==> src/hdl/bsc_pkg.sv <==
// Package for the backspace-edited string compare block.
// Holds the payload structs, command codes, sizes and controller interface types.
// No dependencies.
package bsc_pkg;

  localparam int STACK_DEPTH = 256;
  localparam int PTR_W       = (STACK_DEPTH > 1) ? $clog2(STACK_DEPTH) : 1;
  localparam int CNT_W       = $clog2(STACK_DEPTH + 1);
  localparam int SYM_W       = 8;
  localparam int CMD_W       = 2;

  localparam logic [SYM_W-1:0] ERASE_RESET = 8'd35;

  localparam logic [CMD_W-1:0] CMD_FIRST   = 2'd0;
  localparam logic [CMD_W-1:0] CMD_SECOND  = 2'd1;
  localparam logic [CMD_W-1:0] CMD_COMPARE = 2'd2;

  typedef struct packed {
    logic [CMD_W-1:0] command;
    logic [SYM_W-1:0] symbol;
  } in_data_t;

  typedef struct packed {
    logic strings_equal;
    logic overflowed;
  } out_data_t;

  typedef struct packed {
    logic push_first;
    logic push_second;
    logic start_cmp;
    logic walk;
    logic load_out;
  } ctrl_cmd_t;

  typedef struct packed {
    logic walk_done;
  } dp_sts_t;

endpackage

==> src/hdl/bsc_dpath.sv <==
// Datapath for the backspace-edited string compare block.
// Holds both character stores, counts, overflow flag, compare walk and result register.
// Depends on bsc_pkg.
module bsc_dpath (
  input  logic                     clk,
  input  logic                     rst_n,
  input  logic                     cfg_wr_en,
  input  logic [bsc_pkg::SYM_W-1:0] cfg_wr_data,
  input  bsc_pkg::in_data_t        in_data,
  input  bsc_pkg::ctrl_cmd_t       cmd,
  output bsc_pkg::dp_sts_t         sts,
  output bsc_pkg::out_data_t       out_data
);

  localparam logic [bsc_pkg::CNT_W-1:0] DEPTH_CNT = bsc_pkg::CNT_W'(bsc_pkg::STACK_DEPTH);

  logic [bsc_pkg::SYM_W-1:0] first_mem  [bsc_pkg::STACK_DEPTH];
  logic [bsc_pkg::SYM_W-1:0] second_mem [bsc_pkg::STACK_DEPTH];

  logic [bsc_pkg::SYM_W-1:0] erase_r;
  logic [bsc_pkg::CNT_W-1:0] first_cnt_r, first_cnt_nxt;
  logic [bsc_pkg::CNT_W-1:0] second_cnt_r, second_cnt_nxt;
  logic                      ovf_r, ovf_nxt;
  logic [bsc_pkg::CNT_W-1:0] len_r;
  logic [bsc_pkg::CNT_W-1:0] idx_r;
  logic                      rd_vld_r;
  logic                      diff_r;
  logic [bsc_pkg::SYM_W-1:0] rd_first_r;
  logic [bsc_pkg::SYM_W-1:0] rd_second_r;
  bsc_pkg::out_data_t        out_r;

  logic is_erase;
  logic wr_first, wr_second;
  logic issue;

  assign is_erase = (in_data.symbol == erase_r);
  assign wr_first  = cmd.push_first  && !is_erase && (first_cnt_r  < DEPTH_CNT);
  assign wr_second = cmd.push_second && !is_erase && (second_cnt_r < DEPTH_CNT);
  assign issue     = cmd.walk && (idx_r != len_r);

  assign sts.walk_done = (idx_r == len_r) && !rd_vld_r;
  assign out_data      = out_r;

  always_comb begin
    first_cnt_nxt  = first_cnt_r;
    second_cnt_nxt = second_cnt_r;
    ovf_nxt        = ovf_r;
    if (cmd.push_first) begin
      if (is_erase) begin
        if (first_cnt_r != '0) first_cnt_nxt = first_cnt_r - 1'b1;
      end else if (first_cnt_r < DEPTH_CNT) begin
        first_cnt_nxt = first_cnt_r + 1'b1;
      end else begin
        ovf_nxt = 1'b1;
      end
    end
    if (cmd.push_second) begin
      if (is_erase) begin
        if (second_cnt_r != '0) second_cnt_nxt = second_cnt_r - 1'b1;
      end else if (second_cnt_r < DEPTH_CNT) begin
        second_cnt_nxt = second_cnt_r + 1'b1;
      end else begin
        ovf_nxt = 1'b1;
      end
    end
    if (cmd.start_cmp) begin
      first_cnt_nxt  = '0;
      second_cnt_nxt = '0;
    end
  end

  always_ff @(posedge clk) begin
    if (!rst_n) begin
      erase_r      <= bsc_pkg::ERASE_RESET;
      first_cnt_r  <= '0;
      second_cnt_r <= '0;
      ovf_r        <= 1'b0;
      idx_r        <= '0;
      len_r        <= '0;
      rd_vld_r     <= 1'b0;
      diff_r       <= 1'b0;
    end else begin
      if (cfg_wr_en) begin
        erase_r <= cfg_wr_data;
      end
      first_cnt_r  <= first_cnt_nxt;
      second_cnt_r <= second_cnt_nxt;
      ovf_r        <= ovf_nxt;
      rd_vld_r     <= issue;
      if (cmd.start_cmp) begin
        idx_r  <= '0;
        len_r  <= (first_cnt_r == second_cnt_r) ? first_cnt_r : '0;
        diff_r <= (first_cnt_r != second_cnt_r);
      end else begin
        if (issue) begin
          idx_r <= idx_r + 1'b1;
        end
        if (rd_vld_r && (rd_first_r != rd_second_r)) begin
          diff_r <= 1'b1;
        end
      end
    end
  end

  always_ff @(posedge clk) begin
    if (wr_first) begin
      first_mem[first_cnt_r[bsc_pkg::PTR_W-1:0]] <= in_data.symbol;
    end
    rd_first_r <= first_mem[idx_r[bsc_pkg::PTR_W-1:0]];
  end

  always_ff @(posedge clk) begin
    if (wr_second) begin
      second_mem[second_cnt_r[bsc_pkg::PTR_W-1:0]] <= in_data.symbol;
    end
    rd_second_r <= second_mem[idx_r[bsc_pkg::PTR_W-1:0]];
  end

  always_ff @(posedge clk) begin
    if (cmd.load_out) begin
      out_r.strings_equal <= !diff_r;
      out_r.overflowed    <= ovf_r;
    end
  end

endmodule

==> config.mk <==
export PLATFORM = sky130hd
export DESIGN_NAME = bsc_dpath
export DESIGN_NICKNAME = d
export VERILOG_FILES = /design/src/hdl/bsc_pkg.sv /design/src/hdl/bsc_dpath.sv
export SDC_FILE = /design/constraint.sdc
export NUM_CORES = 2
export LEC_CHECK = 0
export ABC_CLOCK_PERIOD_IN_PS = 5120
export BUFFER_PORTS_ARGS = -buffer_cell sky130_fd_sc_hd__buf_2
export CORE_MARGIN = 3
export CORE_UTILIZATION = 43
export DETAILED_ROUTE_END_ITERATION = 10
export SYNTH_ARGS = -nofsm -noshare
export SYNTH_HDL_FRONTEND = slang
export SYNTH_SLANG_ARGS = --single-unit
==> constraint.sdc <==
create_clock -name clk -period 5.12 [get_ports clk]
set_clock_uncertainty 0.15 [all_clocks]
set_input_delay 1.024 -clock clk [delete_from_list [all_inputs] [get_ports clk]]
set_output_delay 1.024 -clock clk [all_outputs]
set_load 0.05 [all_outputs]
==> parameters.txt <==
Parameter                              Value

Power and ir drop
  P per Cell Area    375 nW/um2
  Static leakage    54.7 nW
  Peak VDD IR    0.000278 V
  Power dissipated by switching net loads    0.0136 W
  P_int    0.0546 W
  Switching Fraction    20.0%
  Part of the power in registers    54.9%
  Clock power share    43.6%
  Share of total power in combinational logic    1.5%

Setup path
  Delay-heaviest family, CP    simple AND/OR/NAND/NOR gates
  Biggest cell delay along the critical path    810 ps
  Nature of the critical path startpoint    flip-flop
  Ordered cell list for the critical path    buf_4 -> xor2_1 -> nor4_1 -> nand3_1 -> nor2_1 -> buf_2
  Worst path required time    3950 ps
  Crit path arrival time    3820 ps
  Critical Path Fanout Max    24
  Category of the most critical setup path    flip-flop to output port
  Critical path capture point type    output port
  Sum of buffers and inverters on the critical path    2
  Critical Path Slowest Stage Cell    sky130_fd_sc_hd__dfxtp_4

Clock network
  Clock-pin slew on the worst setup and hold paths    60 ps
  Number of clock sinks    4161
  Skew-Pair Late Insertion Delay    970 ps
  Gates resized, CTS repair    0
  Largest buffer count on any clock path    4
  Hold bufs inserted after CTS    0
  H-tree level count    5
  TritonCTS clock tree    built
  CTS root buffer    sky130_fd_sc_hd__clkbuf_16
  Number of buffers created by CTS    417
  Buffers inserted by post-CTS timing repair    0

Timing
  TNS Setup    0 ps
  Worst relative slew slack    7.98%
  Pins over their slew limit    0
  Minimum period implied by the final worst setup slack    4990 ps
  Unrepaired setup endpoints after global routing    false
  Setup violators final    0
  Actual slew at the worst max-slew pin    1380 ps
  Final hold violations    0
  Final worst-path cycle share    97.5%
  Timing-limited maximum frequency    0.200 GHz

Routing
  Average via count per standard cell    6.05
  First-iteration detailed-routing DRC count    9823
  Total number of vias    79216
  Post-detailed-route wirelength per cell    33.1 um
  Pre-antenna DRT Iters    6
  DRC violations left    0
  Detail Route Antenna Nets    0
  Final routed wirelength across all metal layers    433000 um

Logic synthesis
  Gate count after technology mapping    7498
  Synth Register Bits    4161
  Sequential-to-total area share from yosys stat    76.7%
  Simple-gate share of the synthesized area    2.24%
  Syn nets    7541
  Synth top area cells    sky130_fd_sc_hd__edfxtp_1 (76%), sky130_fd_sc_hd__mux4_2 (14%), sky130_fd_sc_hd__mux2i_1 (1.8%), sky130_fd_sc_hd__nor2_1 (1.4%), sky130_fd_sc_hd__dfxtp_1 (0.78%)
  Main combinational cell family by area after synthesis    multiplexers
  Fraction of synthesized area in multiplexers    16.6%
  Ys flop type    sky130_fd_sc_hd__edfxtp_1
  Number of enable-type register cells in the synthesized netlist    4098
  Post-Synthesis Cell Area    162000 um2
  Compound-cell area share of the yosys netlist    2.34%
  Post-synth cell types    77
  Count of warnings emitted by yosys    0
  Synth Area in XOR/XNOR    0.292%
  Proportion of synthesized flip-flops having asynchronous set or reset    0%
  Area fraction of the dominant cell type after synthesis    75.9%
  Area share of fa/ha/maj cells after synthesis    0.140%
  Most numerous cell types in the synthesized netlist    sky130_fd_sc_hd__edfxtp_1 (4098), sky130_fd_sc_hd__mux4_2 (1041), sky130_fd_sc_hd__nor2_1 (606), sky130_fd_sc_hd__mux2i_1 (299), sky130_fd_sc_hd__clkbuf_1 (186)
  Most frequent cell after synthesis    sky130_fd_sc_hd__edfxtp_1
  Cell type with the largest total area after synthesis    sky130_fd_sc_hd__edfxtp_1
  Post-synthesis area per instance    21.6 um2

Run
  Maximum capacitance violations    0

Cells and area
  Final design area excluding fillers    182000 um2
  Number of fillers in the final layout    29985
  Reg area    124000 um2
  Fraction of final layout cells sized beyond drive strength 1    24.7%
  Signed area change from the synthesized netlist to the final layout    12.4%
  Number of nets in the final layout    7826
  Post-layout instance count excluding filler cells    13100
  Area used by multi-input combinational logic    35200 um2

Die
  Width of the die    620 um
  Overall die area    384000 um2
  Core outline area    374000 um2
  Io pins    29
  Die extent in y    620 um
  Core Rows    224
  Effective utilization at floorplan    43.4%

Global routing
  Initial antenna violation count    25
  Overflow after GRT    0
  Maximum number of pins on one net before global-route repair    205
  First-pass GRT wire length    611000 um
  Global router's overall resource usage    22.4%
  Via count of the first global-routing pass    79908

Placement
  Cell area after placement    169000 um2
  Dpl hpwl    265000 um
  Total of buffers placed on input and output ports    26
  Routability cong.    0.866
  Placed Cells    12336

Status
  Status    finished clean

Worst hold path
  Worst hold-check path type    input port to flip-flop
==> power by group through the flow <==
| stage | Clock [W] | Combinational (W) | Sequential, W |
|---|---|---|---|
| after floorplan | 0 | 0.000275 | 0.0382 |
| after global placement | 0 | 0.00101 | 0.0382 |
| after detailed placement | 0 | 0.00106 | 0.0382 |
| after CTS | 0.0302 | 0.00106 | 0.0375 |
| after global routing | 0.0316 | 0.00111 | 0.0374 |
| final | 0.0298 | 0.00105 | 0.0375 |
==> final timing paths <==
check / cells past startpoint / start / slack [ps] / to
worst max-delay path: 6 / idx_r[0]$_SDFFE_PP0P_ / 130 / sts
worst min-delay path: 1 / cmd[0] / 150 / out_data[0]$_DFFE_PP_
worst max register to register: 8 / erase_r[3]$_SDFFE_PN0P_ / 320 / first_mem[117][4]$_DFFE_PP_
worst min register to register: 0 / ovf_r$_SDFF_PN0_ / 300 / out_data[0]$_DFFE_PP_
==> kinds of logic after synthesis <==
kind of cell / Yosys count
adder cells (fa/ha/maj): 17
buffers and inverters: 465
XOR/XNOR: 54
AND/OR/NAND/NOR: 886
AO/OA/AOI/OAI: 552
multiplexers: 1363
flip-flops: 4161
==> metal layers <==
layer	part of all wire, %	track usage (%)
met3	9.3	4.59
met5	0.013	0
met4	3.7	7.22
met1	39	31.2
met2	48	35.4
==> sequential cells by signal (all words and copies together) (netlist names), 2 cells and up <==
register      count
rd_first_r        8
out_data          2
first_cnt_r       9
erase_r           8
second_mem     2048
len_r             9
first_mem      2048
second_cnt_r      9
rd_second_r       8
idx_r             9
==> layout by cell type (no fill, tap or decap), types with 55 or more instances in the layout <==
master / instances
sky130_fd_sc_hd__edfxtp_1: 4098
sky130_fd_sc_hd__mux4_2: 1041
sky130_fd_sc_hd__nor2_1: 597
sky130_fd_sc_hd__clkbuf_16: 423
sky130_fd_sc_hd__mux2i_1: 299
sky130_fd_sc_hd__buf_4: 231
sky130_fd_sc_hd__a21oi_1: 148
sky130_fd_sc_hd__nand2_1: 132
sky130_fd_sc_hd__clkinv_1: 98
sky130_fd_sc_hd__o21ai_0: 85
sky130_fd_sc_hd__clkbuf_1: 81
sky130_fd_sc_hd__clkinv_2: 76
sky130_fd_sc_hd__a221oi_1: 75
sky130_fd_sc_hd__buf_12: 57
sky130_fd_sc_hd__dfxtp_1: 55
==> per-stage QoR <==
stage	utilization (%)	hold WS (ps)	power [W]	setup WS (ps)
6_report	48.7	153	0.0683	126
5_1_grt	48.7	113	0.0701	112
4_1_cts	48.7	71.9	0.0687	17.8
3_5_place_dp	45.2	287	0.0392	-76.3
3_3_place_gp	45.2	280	0.0392	-42.1
2_1_floorplan	-	259	0.0384	1030
==> worst register-to-register path: cells and delay by family, from the launching register on <==
family        cells  cell delay (ps)
xor+xnor          1              290
buf+inv           1              230
flops             1              550
simple gates      6             3180
==> cell type report <==
cell class                      count  area share, %
Sequential cell                  4161           68.3
Tap cell                         4972           3.41
Inverter                           17         0.0433
Clock buffer                      515           6.06
Antenna cell                        8         0.0110
Timing Repair Buffer              314           1.69
Multi-Input combinational cell   2872           19.3
Clock inverter                    241           1.21
No activity file was read; power rests on OpenSTA's default activity.
