`config.mk`:
```
export PLATFORM = sky130hd
export DESIGN_NAME = bsc_ctrl
export DESIGN_NICKNAME = d
export VERILOG_FILES = /design/src/hdl/bsc_pkg.sv /design/src/hdl/bsc_ctrl.sv
export SDC_FILE = /design/constraint.sdc
export NUM_CORES = 1
export LEC_CHECK = 0
export ABC_AREA = 1
export BUFFER_PORTS_ARGS = -buffer_cell sky130_fd_sc_hd__clkbuf_2
export CAP_MARGIN = 40
export CORE_AREA = 4 4 41 43
export DETAILED_ROUTE_END_ITERATION = 12
export DIE_AREA = 0 0 45 47
export GPL_TIMING_DRIVEN = 1
export PLACE_DENSITY = 0.43
export SYNTH_ARGS = -nofsm -noshare
export SYNTH_HDL_FRONTEND = slang
export SYNTH_SLANG_ARGS = --single-unit
```
`constraint.sdc`:
```
create_clock -name clk -period 1.3 [get_ports clk]
set_clock_uncertainty 0.15 [all_clocks]
set_input_delay 0.065 -clock clk [delete_from_list [all_inputs] [get_ports clk]]
set_output_delay 0.065 -clock clk [all_outputs]
set_load 0.05 [all_outputs]
```
`src/hdl/bsc_pkg.sv`:
```
// Package for the backspace-edited string compare block.
// Holds the payload structs, command codes, sizes and controller interface types.
// No dependencies.
package bsc_pkg;

  localparam int STACK_DEPTH = 256;
  localparam int PTR_W       = (STACK_DEPTH > 1) ? $clog2(STACK_DEPTH) : 1;
  localparam int CNT_W       = $clog2(STACK_DEPTH + 1);
  localparam int SYM_W       = 8;
  localparam int CMD_W       = 2;

  localparam logic [SYM_W-1:0] ERASE_RESET = 8'd35;

  localparam logic [CMD_W-1:0] CMD_FIRST   = 2'd0;
  localparam logic [CMD_W-1:0] CMD_SECOND  = 2'd1;
  localparam logic [CMD_W-1:0] CMD_COMPARE = 2'd2;

  typedef struct packed {
    logic [CMD_W-1:0] command;
    logic [SYM_W-1:0] symbol;
  } in_data_t;

  typedef struct packed {
    logic strings_equal;
    logic overflowed;
  } out_data_t;

  typedef struct packed {
    logic push_first;
    logic push_second;
    logic start_cmp;
    logic walk;
    logic load_out;
  } ctrl_cmd_t;

  typedef struct packed {
    logic walk_done;
  } dp_sts_t;

endpackage

```
`src/hdl/bsc_ctrl.sv`:
```
// Controller state machine for the backspace-edited string compare block.
// Drives the handshakes and the datapath commands; depends on bsc_pkg.
module bsc_ctrl (
  input  logic               clk,
  input  logic               rst_n,
  input  logic               in_valid,
  output logic               in_stall,
  input  bsc_pkg::in_data_t  in_data,
  output logic               out_valid,
  input  logic               out_stall,
  output bsc_pkg::ctrl_cmd_t cmd,
  input  bsc_pkg::dp_sts_t   sts
);

  localparam logic ST_IDLE = 1'b0;
  localparam logic ST_WALK = 1'b1;

  logic state_r, state_nxt;
  logic out_valid_r, out_valid_nxt;
  logic accept;

  assign in_stall = (state_r == ST_WALK) ||
                    (out_valid_r && (in_data.command == bsc_pkg::CMD_COMPARE));
  assign accept   = in_valid && !in_stall;
  assign out_valid = out_valid_r;

  always_comb begin
    state_nxt        = state_r;
    cmd.push_first   = 1'b0;
    cmd.push_second  = 1'b0;
    cmd.start_cmp    = 1'b0;
    cmd.walk         = 1'b0;
    cmd.load_out     = 1'b0;
    unique case (state_r)
      ST_IDLE: begin
        if (accept) begin
          cmd.push_first  = (in_data.command == bsc_pkg::CMD_FIRST);
          cmd.push_second = (in_data.command == bsc_pkg::CMD_SECOND);
          if (in_data.command == bsc_pkg::CMD_COMPARE) begin
            cmd.start_cmp = 1'b1;
            state_nxt     = ST_WALK;
          end
        end
      end
      ST_WALK: begin
        cmd.walk = 1'b1;
        if (sts.walk_done) begin
          cmd.load_out = 1'b1;
          state_nxt    = ST_IDLE;
        end
      end
      default: state_nxt = ST_IDLE;
    endcase
  end

  always_comb begin
    out_valid_nxt = out_valid_r;
    if (cmd.load_out) begin
      out_valid_nxt = 1'b1;
    end else if (out_valid_r && !out_stall) begin
      out_valid_nxt = 1'b0;
    end
  end

  always_ff @(posedge clk) begin
    if (!rst_n) begin
      state_r     <= ST_IDLE;
      out_valid_r <= 1'b0;
    end else begin
      state_r     <= state_nxt;
      out_valid_r <= out_valid_nxt;
    end
  end

endmodule

```
==> flow_summary.toml, run 1 <==
[status]
outcome = "completed"

[synth]
syn_nets = 38
ys_ff_latch = 2
synth-edff-count = 0
syn_area_sq_um = 139
async_flop_share_pct = 0
yosys_warnings = 0
synth.most_common_cell = "inv_1"
ys_top_cells_by_area = "dfxtp_1 (29%), inv_1 (19%), buf_4 (11%), nand2_1 (8.1%), a21oi_1 (7.2%)"
netlist_instances = 23
ys_top_cells_by_count = "inv_1 (7), nand2_1 (3)"
synth_top_area_share_pct = 28.8
seq_area_frac_synth_pct = 28.8
syn_area_per_cell_sq_um = 6.04
synth_top_cell_by_area = "dfxtp_1"
ys.flop_type = "dfxtp_1"
synthDistinctLibCells = 10

[timing]
period_share_pct = 98.4
slew_headroom_pct = 81.7
worstMarginPinSlew_ps = 276
setup_viol = 0
layout_setup_ws_ps = 21.4
finalMaxSlewViolations = 0
clock.fmax_mhz = 782
grt_setup_unrepaired = "true"
final-hold-violation-count = 0
setup_tns_ps = 0
period_needed_ps = 1280

[die]
num_rows = 13
num_io_pins = 22
dieHeight_um = 47
core_area_sq_mm = 0.00130
die-area_sq_mm = 0.00212
dieWidth_um = 45
start_util_pct = 10.7

[cells_and_area]
instances_no_fill = 56
n_fill_cell = 153
ff_latch_area_sq_um = 43.8
nets = 57
final_area_sq_um = 340
syn2layout_area_growth_pct = 145
multi_input_area_sq_um = 105
drive_above_1_share_pct = 53.7
fin_util_pct = 26.2
antennaDiodeCount = 0

[grt]
first_global_vias = 185
antenna_found_initial = 0
grt_use_total_pct = 4.89
grt_pass1_wl_um = 703
grt_overflow_total = 0
grt_max_degree = 5

[min_path]
hold_class = "in -> reg"

[route]
vias = 199
drtIter0Drc = 2
drt_wl_total_um = 449
antenna_left = 0
drc_errors = 0
drtPass1Iterations = 4
wl_per_cell_um = 8.02
viasPerCell = 3.55

[clock_tree]
clockBufferDepth = 2
h-tree-depth = 1
clockRootBuffer = "clkbuf_4"
cts_setup_buffers = 0
cts_buffers = 3
clk_latency_ps = 230
clock-sinks = 2
clk_pin_slew_ps = 30
cts_tree = "built"

[critical_path]
cp-start-kind = "flop"
required_ps = 1090
cp_max_fo = 4
critical_path_class = "reg -> out"
cp.arrival_ps = 1060
end_kind = "primary output"

[job]
maxCapViolations = 0

[place]
place_inst = 49
port_buffers = 13
dp_slack_ps = 48.3
gp_routability_congestion = 0.658
post_dp_cell_area_sq_um = 259

[power_and_ir_drop]
powerDensity_mw_per_mm2 = 885
peakVddDrop_v = 0.000246
p_leak_nw = 0.177
-- state kept, by name (all words and copies together) (netlist names) --
| register | cells |
|---|---|
| out_valid | 1 |
| state_r | 1 |
-- routing by layer --
metal  vias up  GRT usage, %  routed length [um]
met5         -             0                   0
met4         0          5.26                   0
met3         0          2.30                  44
met2         9          6.78                 215
met1        86          5.22                 189
li1        104             -                   -
-- cells in the final DEF, fill, tap and decap left out, drive strengths merged --
cell type / count
dfxtp: 2
a21oi: 2
nor2: 1
nor3: 2
or2: 1
nand2: 3
nand3: 2
nand4: 1
inv: 7
dlygate4sd3: 3
buf: 3
clkbuf: 14
-- power by group --
group / switching (mW) / internal, mW / total, mW
Combinational: 0.0546 / 0.0326 / 0.0872
Clock: 0.0362 / 0.114 / 0.150
Sequential: 0.00184 / 0.0621 / 0.0639
Total: 0.0926 / 0.209 / 0.301
-- logic make-up (layout without fill, tap and decap cells) --
family / count (synthesis) / count (layout) / synth area share, %
compound gates: 2 / 2 / 7.21
buf+inv: 9 / 27 / 29.7
flops: 2 / 2 / 28.8
simple gates: 10 / 10 / 34.2
-- final cells by class --
| class | count | share of cell area, % |
|---|---|---|
| Timing Repair Buffer | 16 | 35.3 |
| Multi-Input combinational cell | 12 | 30.9 |
| Sequential cell | 2 | 12.9 |
| Clock buffer | 4 | 7.72 |
| Inverter | 7 | 7.72 |
| Tap cell | 15 | 5.51 |
-- path summary, 6_finish.rpt --
check | start | to | slack, ps | depth (start not counted)
worst max-delay path | out_valid | cmd[3] | 20 | 4
worst min-delay path | in_valid | state_r | 40 | 3
worst max register to register | state_r | state_r | 330 | 3
worst min register to register | state_r | out_valid | 320 | 2
-- critical path: stages, from the launching register on --
cell,delay (ps)
dfxtp_4,350
nand3_4,80
nand3_4,90
nor3_4,140
buf_8,170
-- through the flow --
step / hold WS (ps) / power, mW
after floorplan: 36.8 / 0.115
after global placement: 138 / 0.137
after detailed placement: 136 / 0.138
after CTS: 30.2 / 0.311
after global routing: 35.0 / 0.329
final: 36.5 / 0.301
-- timing repair --
item | CTS | global route
hold buffers | 3 | 0
endpoints found under the setup margin | 3 | 4
hold endpoints to repair | 2 | 0
pin swaps | 2 | 0
gates resized for setup | 6 | 5
Power figures use the tool's default switching activity.
==> run 2, diff against run 1 <==
- BUFFER_PORTS_ARGS: -buffer_cell sky130_fd_sc_hd__clkbuf_2 -> -buffer_cell sky130_fd_sc_hd__buf_2
==> run 2 against run 1 <==
Net effect: combinational power fell by 3.4%; total power fell by 0.35%; global-route usage rose by 0.083 points; largest cell class unchanged; critical path type unchanged; count of clock-buffer cells in the layout did not move; first-iteration DRC count fell by 100%; critical endpoint is now cmd[4].
==> flow_summary.toml, run 2 (synthesis gave the netlist of run 1 again) <==
[critical_path]
cp_max_fo = 3
end_kind = "primary output"
crit_start = "out_valid"
critical_path_class = "reg -> out"
cp.arrival_ps = 1060
cp-start-kind = "flop"
r2r-start = "state_r"
required_ps = 1090

[cells_and_area]
multi_input_area_sq_um = 105
drive_above_1_share_pct = 54.8
antennaDiodeCount = 0
ff_latch_area_sq_um = 43.8
final_area_sq_um = 340
final_cell_mix = "buf_2 (9), inv_1 (6), clkbuf_4 (4)"
instances_no_fill = 57
layout_commonest_cell = "buf_2"
nets = 58
n_fill_cell = 157
syn2layout_area_growth_pct = 145

[die]
num_io_pins = 22
dieWidth_um = 45
start_util_pct = 10.7
num_rows = 13
die-area_sq_mm = 0.00212
dieHeight_um = 47
core_area_sq_mm = 0.00130

[place]
port_buffers = 13
place_inst = 49
post_dp_cell_area_sq_um = 259
gp_routability_congestion = 0.695
dp_slack_ps = 85.9

[route]
vias = 200
drt_wl_total_um = 417
drtIter0Drc = 0
drc_errors = 0
drtPass1Iterations = 1
antenna_left = 0
viasPerCell = 3.51
wl_per_cell_um = 7.32

[grt]
grt_use_met1_pct = 5.23
grt_pass1_wl_um = 724
antenna_found_initial = 0
gr-usage-met2_pct = 7.06
grt_overflow_total = 0
grt_use_total_pct = 4.98
grt_max_degree = 5
grt-busiest-layer = "met2"
first_global_vias = 212
grtUsageMet3_pct = 2.30

[timing]
finalMaxSlewViolations = 0
layout_setup_ws_ps = 27.4
period_needed_ps = 1270
setup_viol = 0
worstMarginPinSlew_ps = 249
slew_headroom_pct = 83.5
grt_setup_unrepaired = "true"
clock.fmax_mhz = 786
final-hold-violation-count = 0
period_share_pct = 97.9

[clock_tree]
clockBufferDepth = 2
clock-sinks = 2
cts_tree = "built"
cts_buffers = 3
clk_pin_slew_ps = 30
clk_latency_ps = 230
h-tree-depth = 1
clockRootBuffer = "clkbuf_4"

[power_and_ir_drop]
peakVddDrop_v = 0.000250
p_total_mw = 0.300
p_leak_nw = 0.181
powerDensity_mw_per_mm2 = 882

[min_path]
hold_class = "in -> reg"
min_from = "in_valid"

[status]
outcome = "completed"

[job]
maxCapViolations = 0
run 2: cell count changes in the layout (fill, tap and decap cells not counted):
cell      previous run  this run
buf_2                0         9
clkbuf_2             9         0
buf_6                0         2
buf_8                2         0
buf_4                1         2
run 2: final cells by class:
class,instances,area share [%]
timing repair buffer,17,35.3
multi-input combinational,12,30.9
sequential,2,12.9
clock buffer,4,7.72
inverter,7,7.72
tap,15,5.51
run 2: path summary, 6_finish.rpt:
| check | endpoint | slack, ps | cells after the start |
|---|---|---|---|
| max | cmd[4] | 30 | 4 |
| min | state_r | 30 | 3 |
| max reg2reg | state_r | 340 | 3 |
| min reg2reg | out_valid | 330 | 2 |
run 2: metal layers:
metal	routed length [um]	vias up
met5	0	-
met4	0	0
met1	165	84
met2	202	9
met3	50	0
li1	-	107
run 2: per-stage QoR:
step                      hold slack, ps  util, %  setup TNS (ps)
after floorplan                     36.8        -               0
after global routing                44.6     26.2           -79.0
final                               34.5     26.2               0
after global placement               156     19.9               0
after detailed placement             158     19.9               0
after CTS                           30.8     25.2          -0.761
run 2: timing repair:
| action | CTS | global route |
|---|---|---|
| setup endpoints to repair | 3 | 4 |
| hold buffers | 3 | 0 |
| setup buffers | 0 | 1 |
| pin swaps | 1 | 0 |
| resized for setup | 5 | 3 |
| hold endpoints to repair | 2 | 0 |
run 2: power breakdown:
group / total (mW) / internal (mW) / leakage (nW) / switching (mW)
combinational: 0.0842 / 0.0307 / 0.149 / 0.0535
sequential: 0.0637 / 0.0621 / 0.0170 / 0.00161
clock: 0.152 / 0.114 / 0.0150 / 0.0382
total: 0.300 / 0.207 / 0.181 / 0.0932
run 2: worst max-delay path, stage by stage, from the launching register on:
cell	delay (ps)
dfxtp_4	340
nand3_4	80
nand3_4	100
nor3_4	130
buf_6	180
==> run 3, diff against run 2 <==
- BUFFER_PORTS_ARGS: -buffer_cell sky130_fd_sc_hd__buf_2 -> unset
- DONT_BUFFER_PORTS: unset -> 1
- PLACE_DENSITY: 0.43 -> 0.3
==> run 3 against run 2 <==
Net effect: non-clock buffer count is 6 lower; fmax is 1.3% lower; register-to-register slack worse by 50 ps; largest cell class unchanged; the run now ends with negative hold slack left; core utilization is 3.0 points higher; critical path type unchanged; sequential power is 0.6% lower; flip-flop and latch count stayed put; total power is 2.8% higher; via count is 5.5% lower; global-route usage is 1.7 points higher.
==> flow_summary.toml, run 3 (synthesis gave the netlist of run 1 again) <==
[die]
num_rows = 13
core_area_sq_mm = 0.00130
start_util_pct = 10.7
die-area_sq_mm = 0.00212
num_io_pins = 22
dieHeight_um = 47
dieWidth_um = 45

[clock_tree]
clk_latency_ps = 230
clockRootBuffer = "clkbuf_4"
h-tree-depth = 1
cts_buffers = 3
cts_tree = "built"
clockBufferDepth = 2
clock-sinks = 2
clk_pin_slew_ps = 40

[power_and_ir_drop]
peakVddDrop_v = 0.000375
powerDensity_mw_per_mm2 = 814
p_leak_nw = 0.165

[place]
gp_routability_congestion = 0.702
place_inst = 42
hpwl_um = 420
port_buffers = 0

[critical_path]
cp_top_family = "flip-flops"
cpPeakStageDelay_ps = 350
end_kind = "primary output"
cp_slowest_cell = "dfxtp_4"
critical_path_class = "reg -> out"
cp_common_cell = "nand3_4"
crit_buf_inv = 1
required_ps = 1090
cp.arrival_ps = 1070
cp_max_fo = 3
cp-start-kind = "flop"
cp_cell_sequence = "nand3_4 -> nand3_4 -> nor3_4 -> buf_12"

[cells_and_area]
fin_util_pct = 29.1
syn2layout_area_growth_pct = 173
instances_no_fill = 51
nets = 52
antennaDiodeCount = 0
final_cell_mix = "inv_1 (4), dlygate4sd3_1 (4), buf_12 (4)"
drive_above_1_share_pct = 52.8

[timing]
slew_headroom_pct = 86.4
setup_viol = 0
grt_setup_unrepaired = "true"
worstMarginPinSlew_ps = 203
hold_ws_ps = -15.1
period_share_pct = 99.1
final-hold-violation-count = 1
finalMaxSlewViolations = 0
clock.fmax_mhz = 776
period_needed_ps = 1290

[route]
viasPerCell = 3.71
drtIter0Drc = 2
vias = 189
drt_wl_total_um = 528
drtPass1Iterations = 2
drc_errors = 0
antenna_left = 0
wl_per_cell_um = 10.4

[status]
violations = "negative hold slack"
outcome = "finished with violations"

[grt]
grt_overflow_total = 0
grt_pass1_wl_um = 883
grt_max_degree = 5
first_global_vias = 207
antenna_found_initial = 0
grt_use_total_pct = 6.71

[min_path]
hold_class = "in -> reg"

[job]
maxCapViolations = 0
-- run 3: cell types whose count changed in the layout (fill, tap and decap cells not counted), moves of 2 or more --
cell | previous run | this run
buf_12 | 0 | 4
buf_6 | 2 | 0
buf_2 | 9 | 0
inv_4 | 0 | 2
inv_1 | 6 | 4
-- run 3: layout make-up --
type                    count  area, sq um
fillers                   145          922
repair buffers             11          150
multi-input cells          12          105
flip-flops and latches      2         47.5
inverters                   7         31.3
clock buffers               4         26.3
well taps                  15         18.8
-- run 3: path summary, 6_finish.rpt --
kind,startpoint,end,slack [ps],cells after the start
setup / recovery,out_valid,cmd[3],10,4
hold / removal,in_data[8],state_r,-20,3
setup reg to reg,out_valid,out_valid,290,3
hold reg to reg,state_r,state_r,460,3
-- run 3: where the power goes --
group          internal, mW  total [mW]  switching (mW)
Clock                 0.114       0.155          0.0403
Sequential           0.0609      0.0633         0.00238
Combinational        0.0409      0.0908          0.0499
-- run 3: through the flow --
stage	setup WS, ps	total power, mW	setup TNS (ps)	instance area [sq um]
floorplan	4.27	0.115	0	190
global placement	152	0.139	0	289
detailed placement	123	0.140	0	289
CTS	-17.0	0.316	-17.0	359
global route	-40.3	0.338	-91.8	379
finish	11.3	0.309	0	379
-- run 3: timing repair --
item                       in CTS  in global routing
hold endpoints to repair        2                  0
resized for setup               3                  6
hold buffers                    4                  0
pin swaps                       2                  1
buffers inserted                0                  1
setup endpoints to repair       4                  4
-- run 3: tightest hold or removal path: stages --
cell     delay [ps]
nor2_1           20
nand4_1         140
a21oi_1          80
-- run 3: metal layers --
layer	vias up	global-route usage (%)	wire, um
li1	96	-	-
met1	80	6.58	212
met2	13	9.60	248
met3	0	3.83	67
met4	0	7.02	0
met5	-	0	0
